$ cat config.mk
export PLATFORM = sky130hd
export DESIGN_NAME = derivative_order_parser_top_flat
export DESIGN_NICKNAME = d
export VERILOG_FILES = /design/src/hdl/dop_pkg.sv /design/src/hdl/dop_if.sv /design/src/hdl/dop_byte_class.sv /design/src/hdl/dop_parse_core.sv /design/src/hdl/derivative_order_parser_top.sv /design/src/flat_wrapper.sv
export SDC_FILE = /design/constraint.sdc
export NUM_CORES = 1
export LEC_CHECK = 0
export CAP_MARGIN = 20
export CORE_MARGIN = 4
export CORE_UTILIZATION = 60
export CTS_BUF_LIST = sky130_fd_sc_hd__clkbuf_2 sky130_fd_sc_hd__clkbuf_4 sky130_fd_sc_hd__clkbuf_8
export DETAILED_ROUTE_END_ITERATION = 7
export DONT_BUFFER_PORTS = 1
export PLACE_DENSITY = 0.77
export REMOVE_ABC_BUFFERS = 1
export SLEW_MARGIN = 20
export SYNTH_ARGS = -nofsm -noshare
export SYNTH_HDL_FRONTEND = slang
export SYNTH_HIERARCHICAL = 1
export SYNTH_SLANG_ARGS = --single-unit
$ cat constraint.sdc
create_clock -name i_clk -period 19.99 [get_ports i_clk]
set_input_delay 3.998 -clock i_clk [delete_from_list [all_inputs] [get_ports i_clk]]
set_output_delay 3.998 -clock i_clk [all_outputs]
set_load 0.05 [all_outputs]
$ cat src/hdl/dop_pkg.sv
// Shared types and constants for the derivative order parser.
// Depends on nothing; every other file of the block but dop_if imports it.
package dop_pkg;

    localparam logic [7:0]  MAX_ORDER     = 8'd128;
    localparam logic [15:0] ADVANCE_LIMIT = 16'hFFFF;

    localparam logic [7:0] CH_CARET  = 8'h5E;
    localparam logic [7:0] CH_LBRACE = 8'h7B;
    localparam logic [7:0] CH_RBRACE = 8'h7D;
    localparam logic [7:0] CH_ZERO   = 8'h30;
    localparam logic [7:0] CH_NINE   = 8'h39;
    localparam logic [7:0] CH_SPACE  = 8'h20;
    localparam logic [7:0] CH_TAB    = 8'h09;
    localparam logic [7:0] CH_CR     = 8'h0D;
    localparam logic [7:0] U8_LEAD2  = 8'hC2;
    localparam logic [7:0] U8_LEAD3  = 8'hE2;
    localparam logic [7:0] U8_MID3   = 8'h81;
    localparam logic [7:0] U8_SUP0   = 8'hB0;
    localparam logic [7:0] U8_SUP1   = 8'hB9;
    localparam logic [7:0] U8_SUP2   = 8'hB2;
    localparam logic [7:0] U8_SUP3   = 8'hB3;
    localparam logic [7:0] U8_SUP4   = 8'hB4;
    localparam logic [7:0] U8_SUP9   = 8'hB9;

    typedef logic [1:0] t_status;
    localparam t_status ST_NONE = 2'd0;
    localparam t_status ST_OK   = 2'd1;
    localparam t_status ST_BAD  = 2'd2;

    typedef struct packed {
        logic       is_ws;
        logic       is_caret;
        logic       is_lbrace;
        logic       is_rbrace;
        logic       is_dec;
        logic [3:0] dec_val;
        logic       is_lead2;
        logic       is_lead3;
        logic       is_mid3;
        logic       is_sup2;
        logic [3:0] sup2_val;
        logic       is_sup3;
        logic [3:0] sup3_val;
    } t_byte_class;

endpackage

$ cat src/hdl/dop_if.sv
// Handshake channels of the derivative order parser: byte input and result output.
// Depends on nothing.
interface dop_in_if;
    logic       valid;
    logic       ready;
    logic [7:0] text_byte;
    logic       start_req;
    modport source (output valid, output text_byte, output start_req, input ready);
    modport sink   (input valid, input text_byte, input start_req, output ready);
endinterface

interface dop_out_if;
    logic        valid;
    logic        ready;
    logic [1:0]  status;
    logic [7:0]  order_value;
    logic [15:0] advance;
    modport source (output valid, output status, output order_value, output advance,
                    input ready);
    modport sink   (input valid, input status, input order_value, input advance,
                    output ready);
endinterface

$ cat src/hdl/dop_byte_class.sv
// Byte decoder: classifies one text byte for the parser state machine.
// Depends on dop_pkg.
module dop_byte_class (
    input  logic [7:0]          i_text_byte,
    output dop_pkg::t_byte_class o_cls
);
    import dop_pkg::*;

    logic [7:0] w_dec_off;
    logic [7:0] w_sup_off;

    assign w_dec_off = i_text_byte - CH_ZERO;
    assign w_sup_off = i_text_byte - U8_SUP0;

    always_comb begin
        o_cls.is_ws     = (i_text_byte == CH_SPACE) ||
                          ((i_text_byte >= CH_TAB) && (i_text_byte <= CH_CR));
        o_cls.is_caret  = (i_text_byte == CH_CARET);
        o_cls.is_lbrace = (i_text_byte == CH_LBRACE);
        o_cls.is_rbrace = (i_text_byte == CH_RBRACE);
        o_cls.is_dec    = (i_text_byte >= CH_ZERO) && (i_text_byte <= CH_NINE);
        o_cls.dec_val   = w_dec_off[3:0];
        o_cls.is_lead2  = (i_text_byte == U8_LEAD2);
        o_cls.is_lead3  = (i_text_byte == U8_LEAD3);
        o_cls.is_mid3   = (i_text_byte == U8_MID3);
        o_cls.is_sup2   = (i_text_byte == U8_SUP1) || (i_text_byte == U8_SUP2) ||
                          (i_text_byte == U8_SUP3);
        o_cls.sup2_val  = (i_text_byte == U8_SUP1) ? 4'd1 : w_sup_off[3:0];
        o_cls.is_sup3   = (i_text_byte == U8_SUP0) ||
                          ((i_text_byte >= U8_SUP4) && (i_text_byte <= U8_SUP9));
        o_cls.sup3_val  = w_sup_off[3:0];
    end

endmodule

$ cat src/hdl/dop_parse_core.sv
// Parser state machine with its result register and the channel handshakes.
// Depends on dop_pkg, dop_if and the decoded byte from dop_byte_class.
module dop_parse_core (
    input  logic                 i_clk,
    input  logic                 i_rst_n,
    input  dop_pkg::t_byte_class i_cls,
    dop_in_if.sink               i_byte_chan,
    dop_out_if.source            o_result_chan
);
    import dop_pkg::*;

    typedef enum logic [3:0] {
        PH_IDLE, PH_LEAD, PH_CWS1, PH_CWS2, PH_RDEC,
        PH_SLEAD, PH_S2, PH_S3A, PH_S3B, PH_CLOSE
    } t_phase;

    t_phase      r_phase, n_phase, w_ph;
    logic        r_caret, n_caret, w_caret;
    logic        r_brace, n_brace, w_brace;
    logic        r_seen, n_seen, w_seen;
    logic [7:0]  r_acc, n_acc, w_acc;
    logic [15:0] r_cnt, n_cnt, w_cnt;
    logic        r_over, n_over, w_over;

    logic        r_out_valid;
    t_status     r_status;
    logic [7:0]  r_order;
    logic [15:0] r_advance;

    logic        w_accept;
    logic        w_emit;
    t_status     w_est;
    logic        w_fin, w_bad;
    logic        w_do_slead, w_do_rdec, w_do_endrun;
    logic        w_dig_go;
    logic [3:0]  w_dig_val;
    logic [1:0]  w_cons;
    logic [11:0] w_prod;
    logic [16:0] w_sum;

    assign i_byte_chan.ready = !r_out_valid || o_result_chan.ready;
    assign w_accept          = i_byte_chan.valid && i_byte_chan.ready;

    always_comb begin
        w_ph    = i_byte_chan.start_req ? PH_LEAD : r_phase;
        w_caret = i_byte_chan.start_req ? 1'b0 : r_caret;
        w_brace = i_byte_chan.start_req ? 1'b0 : r_brace;
        w_seen  = i_byte_chan.start_req ? 1'b0 : r_seen;
        w_acc   = i_byte_chan.start_req ? 8'd0 : r_acc;
        w_cnt   = i_byte_chan.start_req ? 16'd0 : r_cnt;
        w_over  = i_byte_chan.start_req ? 1'b0 : r_over;

        n_phase     = w_ph;
        n_caret     = w_caret;
        n_brace     = w_brace;
        n_seen      = w_seen;
        n_acc       = w_acc;
        w_cons      = 2'd0;
        w_fin       = 1'b0;
        w_bad       = 1'b0;
        w_do_slead  = 1'b0;
        w_do_rdec   = 1'b0;
        w_do_endrun = 1'b0;
        w_dig_go    = 1'b0;
        w_dig_val   = 4'd0;

        case (w_ph)
            PH_LEAD: begin
                if (i_cls.is_ws) begin
                    w_cons = 2'd1;
                end else if (i_cls.is_caret) begin
                    n_caret = 1'b1;
                    w_cons  = 2'd1;
                    n_phase = PH_CWS1;
                end else begin
                    w_do_slead = 1'b1;
                end
            end
            PH_CWS1: begin
                if (i_cls.is_ws) begin
                    w_cons = 2'd1;
                end else if (i_cls.is_lbrace) begin
                    n_brace = 1'b1;
                    w_cons  = 2'd1;
                    n_phase = PH_CWS2;
                end else begin
                    w_do_rdec = 1'b1;
                end
            end
            PH_CWS2: begin
                if (i_cls.is_ws) begin
                    w_cons = 2'd1;
                end else begin
                    w_do_rdec = 1'b1;
                end
            end
            PH_RDEC:  w_do_rdec = 1'b1;
            PH_SLEAD: w_do_slead = 1'b1;
            PH_S2: begin
                if (i_cls.is_sup2) begin
                    w_dig_go  = 1'b1;
                    w_dig_val = i_cls.sup2_val;
                    w_cons    = 2'd2;
                    n_phase   = PH_SLEAD;
                end else begin
                    w_fin = 1'b1;
                end
            end
            PH_S3A: begin
                if (i_cls.is_mid3) begin
                    n_phase = PH_S3B;
                end else begin
                    w_fin = 1'b1;
                end
            end
            PH_S3B: begin
                if (i_cls.is_sup3) begin
                    w_dig_go  = 1'b1;
                    w_dig_val = i_cls.sup3_val;
                    w_cons    = 2'd3;
                    n_phase   = PH_SLEAD;
                end else begin
                    w_fin = 1'b1;
                end
            end
            PH_CLOSE: w_do_endrun = 1'b1;
            default: begin
                n_phase = PH_IDLE;
            end
        endcase

        if (w_do_slead) begin
            if (i_cls.is_lead2) begin
                n_phase = PH_S2;
            end else if (i_cls.is_lead3) begin
                n_phase = PH_S3A;
            end else begin
                w_fin = 1'b1;
            end
        end

        if (w_do_rdec) begin
            if (i_cls.is_dec) begin
                w_dig_go  = 1'b1;
                w_dig_val = i_cls.dec_val;
                w_cons    = 2'd1;
                n_phase   = PH_RDEC;
            end else begin
                w_do_endrun = 1'b1;
            end
        end

        if (w_do_endrun) begin
            if (w_brace) begin
                if (i_cls.is_ws) begin
                    w_cons  = 2'd1;
                    n_phase = PH_CLOSE;
                end else if (i_cls.is_rbrace) begin
                    w_cons = 2'd1;
                    w_fin  = 1'b1;
                end else begin
                    w_bad = 1'b1;
                end
            end else begin
                w_fin = 1'b1;
            end
        end

        w_prod = ({4'd0, w_acc} * 12'd10) + {8'd0, w_dig_val};
        if (w_dig_go) begin
            if (w_prod > {4'd0, MAX_ORDER}) begin
                w_bad  = 1'b1;
                w_cons = 2'd0;
            end else begin
                n_acc  = w_prod[7:0];
                n_seen = 1'b1;
            end
        end

        w_sum = {1'b0, w_cnt} + {15'd0, w_cons};
        if (w_sum > {1'b0, ADVANCE_LIMIT}) begin
            n_over = 1'b1;
            n_cnt  = ADVANCE_LIMIT;
        end else begin
            n_over = w_over;
            n_cnt  = w_sum[15:0];
        end

        w_emit = w_fin || w_bad;
        if (w_bad) begin
            w_est = ST_BAD;
        end else if (!n_seen) begin
            w_est = n_caret ? ST_BAD : ST_NONE;
        end else if ((n_acc == 8'd0) || n_over) begin
            w_est = ST_BAD;
        end else begin
            w_est = ST_OK;
        end
        if (w_emit) begin
            n_phase = PH_IDLE;
        end
    end

    always_ff @(posedge i_clk) begin
        if (!i_rst_n) begin
            r_phase     <= PH_IDLE;
            r_caret     <= 1'b0;
            r_brace     <= 1'b0;
            r_seen      <= 1'b0;
            r_acc       <= 8'd0;
            r_cnt       <= 16'd0;
            r_over      <= 1'b0;
            r_out_valid <= 1'b0;
        end else begin
            if (w_accept) begin
                r_phase <= n_phase;
                r_caret <= n_caret;
                r_brace <= n_brace;
                r_seen  <= n_seen;
                r_acc   <= n_acc;
                r_cnt   <= n_cnt;
                r_over  <= n_over;
            end
            if (w_accept && w_emit) begin
                r_out_valid <= 1'b1;
            end else if (o_result_chan.ready) begin
                r_out_valid <= 1'b0;
            end
        end
    end

    always_ff @(posedge i_clk) begin
        if (w_accept && w_emit) begin
            r_status  <= w_est;
            r_order   <= (w_est == ST_OK) ? n_acc : 8'd0;
            r_advance <= (w_est == ST_OK) ? n_cnt : 16'd0;
        end
    end

    assign o_result_chan.valid       = r_out_valid;
    assign o_result_chan.status      = r_status;
    assign o_result_chan.order_value = r_order;
    assign o_result_chan.advance     = r_advance;

endmodule

$ cat src/hdl/derivative_order_parser_top.sv
// Derivative order parser top level: byte decoder feeding the parser core.
// A result is registered and appears in the cycle after the byte that decides the parse.
// Throughput: one byte per cycle; a byte is taken whenever the result register
// is empty or is being read in the same cycle.
// Reset (synchronous, active low) puts the parser idle with no result pending.
// Depends on dop_pkg, dop_if, dop_byte_class and dop_parse_core.
module derivative_order_parser_top (
    input logic       i_clk,
    input logic       i_rst_n,
    dop_in_if.sink    i_byte_chan,
    dop_out_if.source o_result_chan
);
    import dop_pkg::*;

    t_byte_class w_cls;

    dop_byte_class u_byte_class (
        .i_text_byte (i_byte_chan.text_byte),
        .o_cls       (w_cls)
    );

    dop_parse_core u_parse_core (
        .i_clk         (i_clk),
        .i_rst_n       (i_rst_n),
        .i_cls         (w_cls),
        .i_byte_chan   (i_byte_chan),
        .o_result_chan (o_result_chan)
    );

endmodule
$ cat src/flat_wrapper.sv
// flat-port wrapper written by rule: the top's interface ports become plain ports
module derivative_order_parser_top_flat import dop_pkg::*;
  (i_clk, i_rst_n, i_byte_chan_valid, i_byte_chan_text_byte, i_byte_chan_start_req, i_byte_chan_ready, o_result_chan_valid, o_result_chan_status, o_result_chan_order_value, o_result_chan_advance, o_result_chan_ready);
  dop_in_if i_byte_chan_i ();
  dop_out_if o_result_chan_i ();
  input logic i_clk;
  input logic i_rst_n;
  input wire logic [$bits(i_byte_chan_i.valid)-1:0] i_byte_chan_valid;
  input wire logic [$bits(i_byte_chan_i.text_byte)-1:0] i_byte_chan_text_byte;
  input wire logic [$bits(i_byte_chan_i.start_req)-1:0] i_byte_chan_start_req;
  output wire logic [$bits(i_byte_chan_i.ready)-1:0] i_byte_chan_ready;
  output wire logic [$bits(o_result_chan_i.valid)-1:0] o_result_chan_valid;
  output wire logic [$bits(o_result_chan_i.status)-1:0] o_result_chan_status;
  output wire logic [$bits(o_result_chan_i.order_value)-1:0] o_result_chan_order_value;
  output wire logic [$bits(o_result_chan_i.advance)-1:0] o_result_chan_advance;
  input wire logic [$bits(o_result_chan_i.ready)-1:0] o_result_chan_ready;
  assign i_byte_chan_i.valid = i_byte_chan_valid;
  assign i_byte_chan_i.text_byte = i_byte_chan_text_byte;
  assign i_byte_chan_i.start_req = i_byte_chan_start_req;
  assign i_byte_chan_ready = i_byte_chan_i.ready;
  assign o_result_chan_valid = o_result_chan_i.valid;
  assign o_result_chan_status = o_result_chan_i.status;
  assign o_result_chan_order_value = o_result_chan_i.order_value;
  assign o_result_chan_advance = o_result_chan_i.advance;
  assign o_result_chan_i.ready = o_result_chan_ready;
  derivative_order_parser_top u_core (.i_clk(i_clk), .i_rst_n(i_rst_n), .i_byte_chan(i_byte_chan_i), .o_result_chan(o_result_chan_i));
endmodule
### After elaboration in Yosys (flattened, before gate mapping)

Index checks and enable logic that the tools add are counted.

* logic and storage cells: 157
* bits in registers: 59
* bits of input ports: 13

* add/subtract/negate cells: 4
* mux-type cells: 96
* reduce and logical (&&, ||, !) cells: 16
* order comparisons: 8
* equality and inequality tests: 21
* $mul: 1

Operator list (count)
* 4-bit two-way mux: 22
* 8-bit equality test (second input constant): 7
* 1-bit two-way mux: 48
* 16-bit two-way mux: 2
* 2-bit two-way mux: 14
* 8-bit by 7-bit equality test with 1-bit output (second input constant): 3
* 8-bit two-way mux: 3
* 4-bit case mux with 6 select lines: 1
* 16-bit by 2-bit adder with 17-bit output: 1
* 17-bit by 16-bit greater-than comparator with 1-bit output (second input constant): 1
* 4-bit by 3-bit equality test with 1-bit output (second input constant): 4
* 12-bit by 4-bit adder with 12-bit output: 1
* 12-bit by 8-bit greater-than comparator with 1-bit output (second input constant): 1
* 8-bit by 3-bit multiplier with 11-bit output (second input constant): 1
* 2-bit case mux with 5 select lines: 1
* 4-bit by 2-bit equality test with 1-bit output (second input constant): 2
* 4-bit equality test (second input constant): 2
* 8-bit by 6-bit equality test with 1-bit output (second input constant): 1
* 8-bit by 4-bit greater-or-equal comparator with 1-bit output (second input constant): 1
* 8-bit by 6-bit greater-or-equal comparator with 1-bit output (second input constant): 1
* 8-bit greater-or-equal comparator (second input constant): 1
* 8-bit by 4-bit less-or-equal comparator with 1-bit output (second input constant): 1
* 8-bit by 6-bit less-or-equal comparator with 1-bit output (second input constant): 1
* 8-bit less-or-equal comparator (second input constant): 1
* 12 further kinds: 25

### Logic depth before layout (Yosys ltp)

Gate-level depths: netlist (run 1).

* depth in word-level cells: 21
* depth in mapped cells: 33
* mapped depth without buffers: 29

### Cells and area by module

Netlist (run 1), hierarchy kept.

Modules (own cells, without submodules)
* dop_parse_core: instances 1, sequential area each 1441.4 um^2, area an instance 4083.9 um^2, cells an instance 495
* dop_byte_class: instances 1, sequential area each 0.0 um^2, area an instance 295.3 um^2, cells an instance 50

### Worst setup path after synthesis (run 1)

OpenSTA, ideal clock, no wires.

* path type: input to register
* from: in i_byte_chan_start_req
* to: reg u_core.u_parse_core.r_advance[9] (netlist: u_core/u_parse_core/o_result_chan.advance[9]), data pin
* arrival: 10.105 ns
* setup time: 0.270 ns
* stages: 31
* setup slack: 9.615 ns
* path through: buf_2 clkbuf_1 clkbuf_1 clkbuf_1 clkbuf_1 nor2_1 ha_1 fa_1 nand2_1 nor2_1 a21boi_0 o211ai_2 or3_4 a21oi_1 o21ai_0 a22oi_1 ha_1 inv_1 fa_1 nor3b_1 and2_1 and3_1 clkbuf_1 nand3_1 nor2_1 a221oi_1 nand2_1 a211o_1 buf_2 buf_4 a21oi_1

* word-level cells in the longest chain between the ends: 19
* elaborated cells on any way between the ends: 58

Ends and longest elaborated chain
* start: declaration: RTL line flat_wrapper.sv:10 `input wire logic [$bits(i_byte_chan_i.start_req)-1:0] i_byte_chan_start_req;`
* parallel branches: the longest is 19 deep, another holds 16-bit by 2-bit adder with 17-bit output
* end signal: assignment: RTL line dop_parse_core.sv:236 `r_advance <= (w_est == ST_OK) ? n_cnt : 16'd0;`
* end: declaration: RTL line dop_parse_core.sv:28 `logic [15:0] r_advance;`

Parallel ways; which one is timed is not known.
A chain may end at the register's enable or synchronous reset.

==> metrics.md, run 1 <==
| Metric | Value |
|---|---|
| Status | `complete, no violations` |
| Initial standard-cell utilization of the core | `0.631` |
| Per-cell via count in the routed design | `6.48` |
| Most instantiated cells after synthesis | `sky130_fd_sc_hd__nor2_1 (76), sky130_fd_sc_hd__a21oi_1 (45), sky130_fd_sc_hd__nand2_1 (37), sky130_fd_sc_hd__dfxtp_1 (33), sky130_fd_sc_hd__o21ai_0 (27)` |
| Most used standard cell by instance count after synthesis | `sky130_fd_sc_hd__nor2_1` |
| Count of buffer and inverter cells on the critical path | `2` |
| Number of global-route vias before repair | `between 3000 and 4000` |
| Total Routing Usage GR | `0.241` |
| Total gr overflow | `0` |
| CP Launch Type | `input pin` |
| Width of the chip | `~93 µm` |
| Post-Syn Area per Cell | `roughly 8 µm²` |
| CP endpoint kind | `flop` |
| Signal arrival time at the worst endpoint | `around 11000 ps` |
| Synth Warn # | `6` |
| I/O pin total | `41` |
| Simple-Gate Fraction of Synth Area | `0.278` |
| Max stage delay on crit path | `around 670 ps` |
| Ys flop type | `sky130_fd_sc_hd__dfxtp_1` |
| Unrepaired setup endpoints after global routing | `no` |
| Seq/Total Area, Yosys | `0.329` |
| Wire length of the first global-routing pass | `17200 µm` |
| VDD IR max | `41.4 µV` |
| Total power density per cell area | `57.4 mW/mm²` |
| Hold-fix buffers at CTS | `0` |
| Number of nets in the finished design | `approximately 540` |
| Leakage | `roughly 0.0016 µW` |
| Classification of the worst-slack hold path | `reg2reg` |
| Initial drt markers | `roughly 350` |
| Buffer cell driving the clock tree root | `sky130_fd_sc_hd__clkbuf_8` |
| Number of resized instances in the post-cts repair step | `0` |
| Endpoints failing setup | `0` |
| Area contributors post-synth | `sky130_fd_sc_hd__edfxtp_1 (18%), sky130_fd_sc_hd__dfxtp_1 (15%), sky130_fd_sc_hd__nor2_1 (6.5%)` |
| Number of diodes added for antenna fixing | `0` |
| Total negative slack for setup checks | `0 ps` |
| Mux share of post-synthesis cell area | `0.0183` |
| Total clock buffers created by CTS | `9` |
| Share of cells above drive strength 1 | `0.0698` |
| Maximum clock skew at final layout | `approximately 5.3 ps` |
| Synthesized-area fraction occupied by adder cells | `0.0463` |
| Relative slew margins | `0.375` |
| Clock tree from TritonCTS | `built` |
| Post-synthesis share of cell area spent on xor and xnor gates | `0.0380` |
| Antenna violations before repair | `0` |
| DRC | `0` |
| Total of buffers placed on input and output ports | `0` |
| Area inside the core boundary | `about 0.0069 mm²` |
| Clock edge transition at the registers on the reported setup and hold paths | `60 ps` |
| Number of enable-type register cells in the synthesized netlist | `26` |
| Shortest clock period the worst path allows after layout | `11090 ps` |
| Full die area | `0.00873 mm²` |
| Number of H-tree levels | `3` |
| FF-to-FF setup slack | `12630 ps` |
| Library cell with the largest summed area after synthesis | `sky130_fd_sc_hd__edfxtp_1` |
| RD Place Congestion | `0.891` |
| Post-CTS setup buffer count | `0` |
| Worst-margin pin slew | `between 900 and 1000 ps` |
| Largest net degree at the start of global routing | `65` |
| Die Ht | `93.4 µm` |
| Layout Area Growth over Synthesis | `1.97%` |
| Remaining antenna violation count | `0` |
| Number of synthesized register bits | `59` |
| Count of endpoints failing hold in the final timing report | `0` |
| Number of pins exceeding their max-slew limit in the final report | `0` |
| Max capacitance violation total | `0` |
| Synth cell types | `between 70 and 80` |
| DR WL/cell | `between 15 and 20 µm` |
| Number of placement rows | `30` |
| Final HPWL DP | `about 7000 µm` |
| Peak clock frequency supported by timing | `90.2 MHz` |
| Share of the synthesized area in the top cell type | `0.178` |
| Deepest clock path buffer count | `2` |
| Family with the most delay on the worst path | `compound AO/OA/AOI/OAI gates` |
| Data required time at the worst endpoint | `between 20000 and 25000 ps` |
| Category of the most critical setup path | `in2reg` |
| Maximum fanout along the worst path | `26` |
| Worst Hold Slack | `approximately 460 ps` |
| Post-synthesis cell area | `roughly 0.0044 mm²` |
| Post-synthesis compound-gate area fraction | `0.219` |
| Cell with the largest stage delay on the worst path | `sky130_fd_sc_hd__a211o_1` |
| Share of the clock period used by the worst path | `0.555` |
| Async set-or-reset flop fraction in the synthesized netlist | `0` |
| Dominant combinational cell family by area after synthesis | `simple AND/OR/NAND/NOR gates` |
| First drt pass iteration count | `5` |
| Number of vias in the routed layout | `between 3000 and 4000` |
| Latest clock arrival within the worst-skew pair | `330 ps` |
| Cell count after synthesis | `545` |
| Clock Sinks | `59` |
| Total wire length after detailed routing | `around 10000 µm` |
-- logic make-up after synthesis --
logic type,count (synthesis)
fa+ha+maj,15
buf+inv,66
mux,8
simple gates,236
compound gates,142
flops,59
xor+xnor,19
-- power by group --
group | leakage (µW) | internal [µW] | switching, µW
clock network | 0.0000985 | 57.8 | 45.0
logic | 0.00103 | 4.32 | 9.12
registers | 0.000510 | 129 | 10.7
total | 0.00164 | 191 | 64.8
-- final timing paths --
| kind | to | cells after the start | start |
|---|---|---|---|
| max | flop | 26 | i_byte_chan_text_byte[6] |
| min | u_core/u_parse_core/r_over | 2 | u_core/u_parse_core/r_over |
| max reg2reg | flop | 24 | u_core/u_parse_core/r_phase[1] |
| min reg2reg | u_core/u_parse_core/r_over | 2 | u_core/u_parse_core/r_over |
-- state kept, by name, indices dropped and copies added (netlist names) --
name / count
u_core/u_parse_core/o_result_chan.advance: 16
u_core/u_parse_core/o_result_chan.order_value: 8
u_core/u_parse_core/o_result_chan.status: 2
u_core/u_parse_core/o_result_chan.valid: 1
u_core/u_parse_core/r_acc: 8
u_core/u_parse_core/r_brace: 1
u_core/u_parse_core/r_caret: 1
u_core/u_parse_core/r_cnt: 16
u_core/u_parse_core/r_over: 1
u_core/u_parse_core/r_phase: 4
u_core/u_parse_core/r_seen: 1
-- stage by stage --
stage	total power (µW)	worst slack (ps)	cell area (µm²)	utilization	cells
after floorplan	152	9790	4140	-	498
after global placement	156	8910	4280	0.616	596
after detailed placement	156	8680	4280	0.616	596
after CTS	258	9000	4470	0.643	612
after global routing	267	8200	4470	0.643	612
final	256	8900	4470	0.643	612
-- per-layer routing --
metal,vias to the layer above,GRT usage,part of all wire
li1,1892,-,-
met1,1850,0.332,0.44
met2,208,0.369,0.46
met3,16,0.0563,0.084
met4,0,0.0855,0.014
met5,-,0,0
-- worst register-to-register path: stages, from the launching register on --
cell	delay, ps
sky130_fd_sc_hd__dfxtp_1	660
sky130_fd_sc_hd__nand2b_1	260
sky130_fd_sc_hd__nor4_1	690
sky130_fd_sc_hd__a222oi_1	210
sky130_fd_sc_hd__inv_1	120
sky130_fd_sc_hd__ha_1	230
sky130_fd_sc_hd__o21ai_0	210
sky130_fd_sc_hd__a21boi_0	350
sky130_fd_sc_hd__o211ai_2	160
sky130_fd_sc_hd__or3_4	440
sky130_fd_sc_hd__a21oi_1	190
sky130_fd_sc_hd__o21ai_0	180
sky130_fd_sc_hd__a22oi_1	270
sky130_fd_sc_hd__ha_1	200
sky130_fd_sc_hd__inv_1	50
sky130_fd_sc_hd__fa_1	430
sky130_fd_sc_hd__nor3b_1	250
sky130_fd_sc_hd__and2_1	200
sky130_fd_sc_hd__and3_1	280
sky130_fd_sc_hd__nand3_1	150
sky130_fd_sc_hd__nor2_1	500
sky130_fd_sc_hd__a221oi_1	110
sky130_fd_sc_hd__nand2_1	120
sky130_fd_sc_hd__a211o_1	670
sky130_fd_sc_hd__nor2_1	150
-- cells in the final DEF, fill, tap and decap left out, types with 9 or more instances in the layout --
master                     instances
sky130_fd_sc_hd__nor2_1           75
sky130_fd_sc_hd__a21oi_1          45
sky130_fd_sc_hd__nand2_1          37
sky130_fd_sc_hd__dfxtp_1          33
sky130_fd_sc_hd__o21ai_0          27
sky130_fd_sc_hd__edfxtp_1         26
sky130_fd_sc_hd__inv_1            19
sky130_fd_sc_hd__nor2b_1          18
sky130_fd_sc_hd__nor3_1           16
sky130_fd_sc_hd__nand3_1          15
sky130_fd_sc_hd__nand2b_1         14
sky130_fd_sc_hd__ha_1             13
sky130_fd_sc_hd__xnor2_1          11
sky130_fd_sc_hd__a31oi_1          10
sky130_fd_sc_hd__and3_1           10
sky130_fd_sc_hd__clkbuf_8          9
sky130_fd_sc_hd__and2_1            9
-- area by class of cell --
| class | instances | area [µm²] |
|---|---|---|
| multi-input combinational | 420 | 2630 |
| fill | 598 | 2480 |
| sequential | 59 | 1440 |
| clock buffer | 10 | 131 |
| tap | 96 | 120 |
| inverter | 19 | 71.3 |
| clock inverter | 6 | 56.3 |
| timing repair buffer | 2 | 15.0 |
Power figures use the tool's default switching activity.
==> inputs of run 2 (changes only) <==
--- a/config.mk
+++ b/config.mk
@@ -11,7 +11,7 @@
 export CTS_BUF_LIST = sky130_fd_sc_hd__clkbuf_2 sky130_fd_sc_hd__clkbuf_4 sky130_fd_sc_hd__clkbuf_8
 export DETAILED_ROUTE_END_ITERATION = 7
 export DONT_BUFFER_PORTS = 1
-export PLACE_DENSITY = 0.77
+export PLACE_DENSITY = 0.8
 export REMOVE_ABC_BUFFERS = 1
 export SLEW_MARGIN = 20
 export SYNTH_ARGS = -nofsm -noshare
==> constraint.sdc (replaced) <==
create_clock -name i_clk -period 9.7 [get_ports i_clk]
set_input_delay 1.94 -clock i_clk [delete_from_list [all_inputs] [get_ports i_clk]]
set_output_delay 1.94 -clock i_clk [all_outputs]
set_load 0.05 [all_outputs]
==> run 2 against run 1 <==
Compared with the run above:
- register-to-register slack worse by 9900 ps
- sequential share of layout area is 0.42 points lower
- worst hold slack hardly changed
- critical path depth stayed put
- design area is 1.3% higher
- die area stayed put
- sequential power is 110% higher
- clock skew is 1.1 ps higher
- largest power group unchanged
==> metrics.md, run 2 (synthesis results as in run 1) <==
| Metric | Value |
|---|---|
| I/O pin total | `41 (unchanged)` |
| Total clock buffers created by CTS | `9 (unchanged)` |
| Data required time at the worst endpoint | `9750 ps (-10290 ps)` |
| Count of endpoints failing hold in the final timing report | `0 (unchanged)` |
| Total wire length after detailed routing | `10500 µm (+3.7%)` |
| Share of cells above drive strength 1 | `0.0718 (+0.00208)` |
| Minimum setup slack in the final design | `1020 ps (-7890 ps)` |
| Remaining antenna violation count | `0 (unchanged)` |
| DRC | `0 (unchanged)` |
| Family with the most delay on the worst path | `compound AO/OA/AOI/OAI gates` |
| Max capacitance violation total | `0 (unchanged)` |
| Number of resized instances in the post-cts repair step | `0 (unchanged)` |
| Gate power share | `0.046 (-0.006)` |
| Post-CTS setup buffer count | `0 (unchanged)` |
| Final HPWL DP | `7370 µm (+3.4%)` |
| Initial drt markers | `404 (+16%)` |
| Endpoints failing setup | `0 (unchanged)` |
| First drt pass iteration count | `5 (unchanged)` |
| Deepest clock path buffer count | `2 (unchanged)` |
| DR WL/cell | `17.2 µm (+3.8%)` |
| Clock Sinks | `59 (unchanged)` |
| Worst-margin pin slew | `918 ps (-19.6 ps)` |
| Sw Pwr | `139 µW (+120%)` |
| Maximum clock skew at final layout | `6.35 ps (+1.05 ps)` |
| CP Launch Type | `input pin` |
| Die Ht | `93.4 µm (unchanged)` |
| Total negative slack for setup checks | `0 ps (unchanged)` |
| Total of buffers placed on input and output ports | `0 (unchanged)` |
| Antenna violations before repair | `0 (unchanged)` |
| Clock tree from TritonCTS | `built` |
| VDD IR max | `96.4 µV (+130%)` |
| Buffer cell driving the clock tree root | `sky130_fd_sc_hd__clkbuf_8` |
| Wire length of the first global-routing pass | `17400 µm (+1.2%)` |
| Placement-stage worst setup slack | `842 ps (-7840 ps)` |
| Clock edge transition at the registers on the reported setup and hold paths | `70 ps (about the same)` |
| Share of the clock period used by the worst path | `0.895` |
| Count of buffer and inverter cells on the critical path | `2 (unchanged)` |
| RD Place Congestion | `0.903 (+1.4%)` |
| Classification of the worst-slack hold path | `reg2reg` |
| Total Routing Usage GR | `0.246 (+0.00502)` |
| Power share of the clock group | `0.467 (+0.066)` |
| Flop pwr share | `0.487 (-0.059)` |
| Initial standard-cell utilization of the core | `0.631 (unchanged)` |
| Power Internal | `453 µW (+140%)` |
| CP endpoint kind | `flop` |
| Unrepaired setup endpoints after global routing | `no` |
| Relative slew margins | `0.388 (+0.0130)` |
| Shortest clock period the worst path allows after layout | `roughly 8700 ps` |
| Largest net degree at the start of global routing | `65 (unchanged)` |
| Leakage | `0.00166 µW (+1.2%)` |
| Number of nets in the finished design | `538 (-0.19%)` |
| Status | `complete, no violations` |
| Number of placement rows | `30 (unchanged)` |
| Number of diodes added for antenna fixing | `0 (unchanged)` |
| Latest clock arrival within the worst-skew pair | `340 ps (about the same)` |
| Number of vias in the routed layout | `3996 (+0.76%)` |
| Number of pins exceeding their max-slew limit in the final report | `0 (unchanged)` |
| Peak clock frequency supported by timing | `115 MHz` |
| Maximum fanout along the worst path | `26 (unchanged)` |
| Category of the most critical setup path | `in2reg` |
| Cell with the largest stage delay on the worst path | `sky130_fd_sc_hd__a211o_1` |
| Area inside the core boundary | `0.00694 mm² (unchanged)` |
| Width of the chip | `93.4 µm (unchanged)` |
| Layout Area Growth over Synthesis | `3.31%` |
| Total gr overflow | `0 (unchanged)` |
| Total power density per cell area | `131 mW/mm² (+130%)` |
| Per-cell via count in the routed design | `6.54 (+0.92%)` |
| Max stage delay on crit path | `690 ps (+20 ps)` |
| Most frequent cells in the layout | `sky130_fd_sc_hd__nor2_1 (75), sky130_fd_sc_hd__a21oi_1 (45), sky130_fd_sc_hd__nand2_1 (37)` |
| Full die area | `0.00873 mm² (unchanged)` |
| FF-to-FF setup slack | `2720 ps (-9910 ps)` |
| Number of H-tree levels | `3 (unchanged)` |
| Net switching fraction of the power | `0.235 (-0.0175)` |
| Most frequent standard cell in the layout excluding fill and tap cells | `sky130_fd_sc_hd__nor2_1` |
| Hold-fix buffers at CTS | `0 (unchanged)` |
| Number of global-route vias before repair | `3737 (+1.9%)` |
| Signal arrival time at the worst endpoint | `8730 ps (-2410 ps)` |
run 2: routing by layer:
| layer | wire length [µm] | track usage | vias up | part of all wire |
|---|---|---|---|---|
| met5 | 0 | 0 | - | 0 |
| met4 | 161 | 0.0611 | 0 | 0.015 |
| met3 | 782 | 0.0628 | 23 | 0.074 |
| met2 | 5000 | 0.404 | 203 | 0.48 |
| met1 | 4570 | 0.323 | 1871 | 0.43 |
| li1 | - | - | 1899 | - |
run 2: final cells by class:
cell class / count / area, µm²
clock inverters: 6 / 111
repair buffers: 1 / 7.51
fillers: 579 / 2420
clock buffers: 10 / 138
flip-flops and latches: 59 / 1440
multi-input cells: 420 / 2640
well taps: 96 / 120
inverters: 19 / 71.3
run 2: worst paths after layout:
check | start | to | cells after the start
max | i_byte_chan_text_byte[6] | u_core/u_parse_core/o_result_chan.advance[10] | 26
min | u_core/u_parse_core/r_over | u_core/u_parse_core/r_over | 2
max reg2reg | u_core/u_parse_core/r_phase[1] | u_core/u_parse_core/o_result_chan.advance[10] | 24
min reg2reg | u_core/u_parse_core/r_over | u_core/u_parse_core/r_over | 2
run 2: tightest hold or removal path, stage by stage (launching register included):
cell and delay, ps:
sky130_fd_sc_hd__dfxtp_1 310, sky130_fd_sc_hd__nand2_1 50, sky130_fd_sc_hd__a21oi_1 50
run 2: through the flow:
| step | utilization | total power (µW) | hold slack, ps | std cells | area, µm² |
|---|---|---|---|---|---|
| detailed placement | 0.616 | 321 | 447 | 595 | 4280 |
| finish | 0.652 | 592 | 462 | 611 | 4520 |
| floorplan | - | 313 | 436 | 498 | 4140 |
| global route | 0.652 | 612 | 485 | 611 | 4520 |
| CTS | 0.652 | 596 | 457 | 611 | 4520 |
| global placement | 0.615 | 320 | 446 | 595 | 4270 |
run 2: power groups by stage:
| stage | clock, µW | sequential, µW | combinational [µW] |
|---|---|---|---|
| 2_1_floorplan | 0 | 293 | 20.2 |
| 3_3_place_gp | 0 | 294 | 25.7 |
| 3_5_place_dp | 0 | 294 | 27.0 |
| 4_1_cts | 280 | 289 | 27.2 |
| 5_1_grt | 292 | 289 | 30.2 |
| 6_report | 276 | 288 | 27.4 |
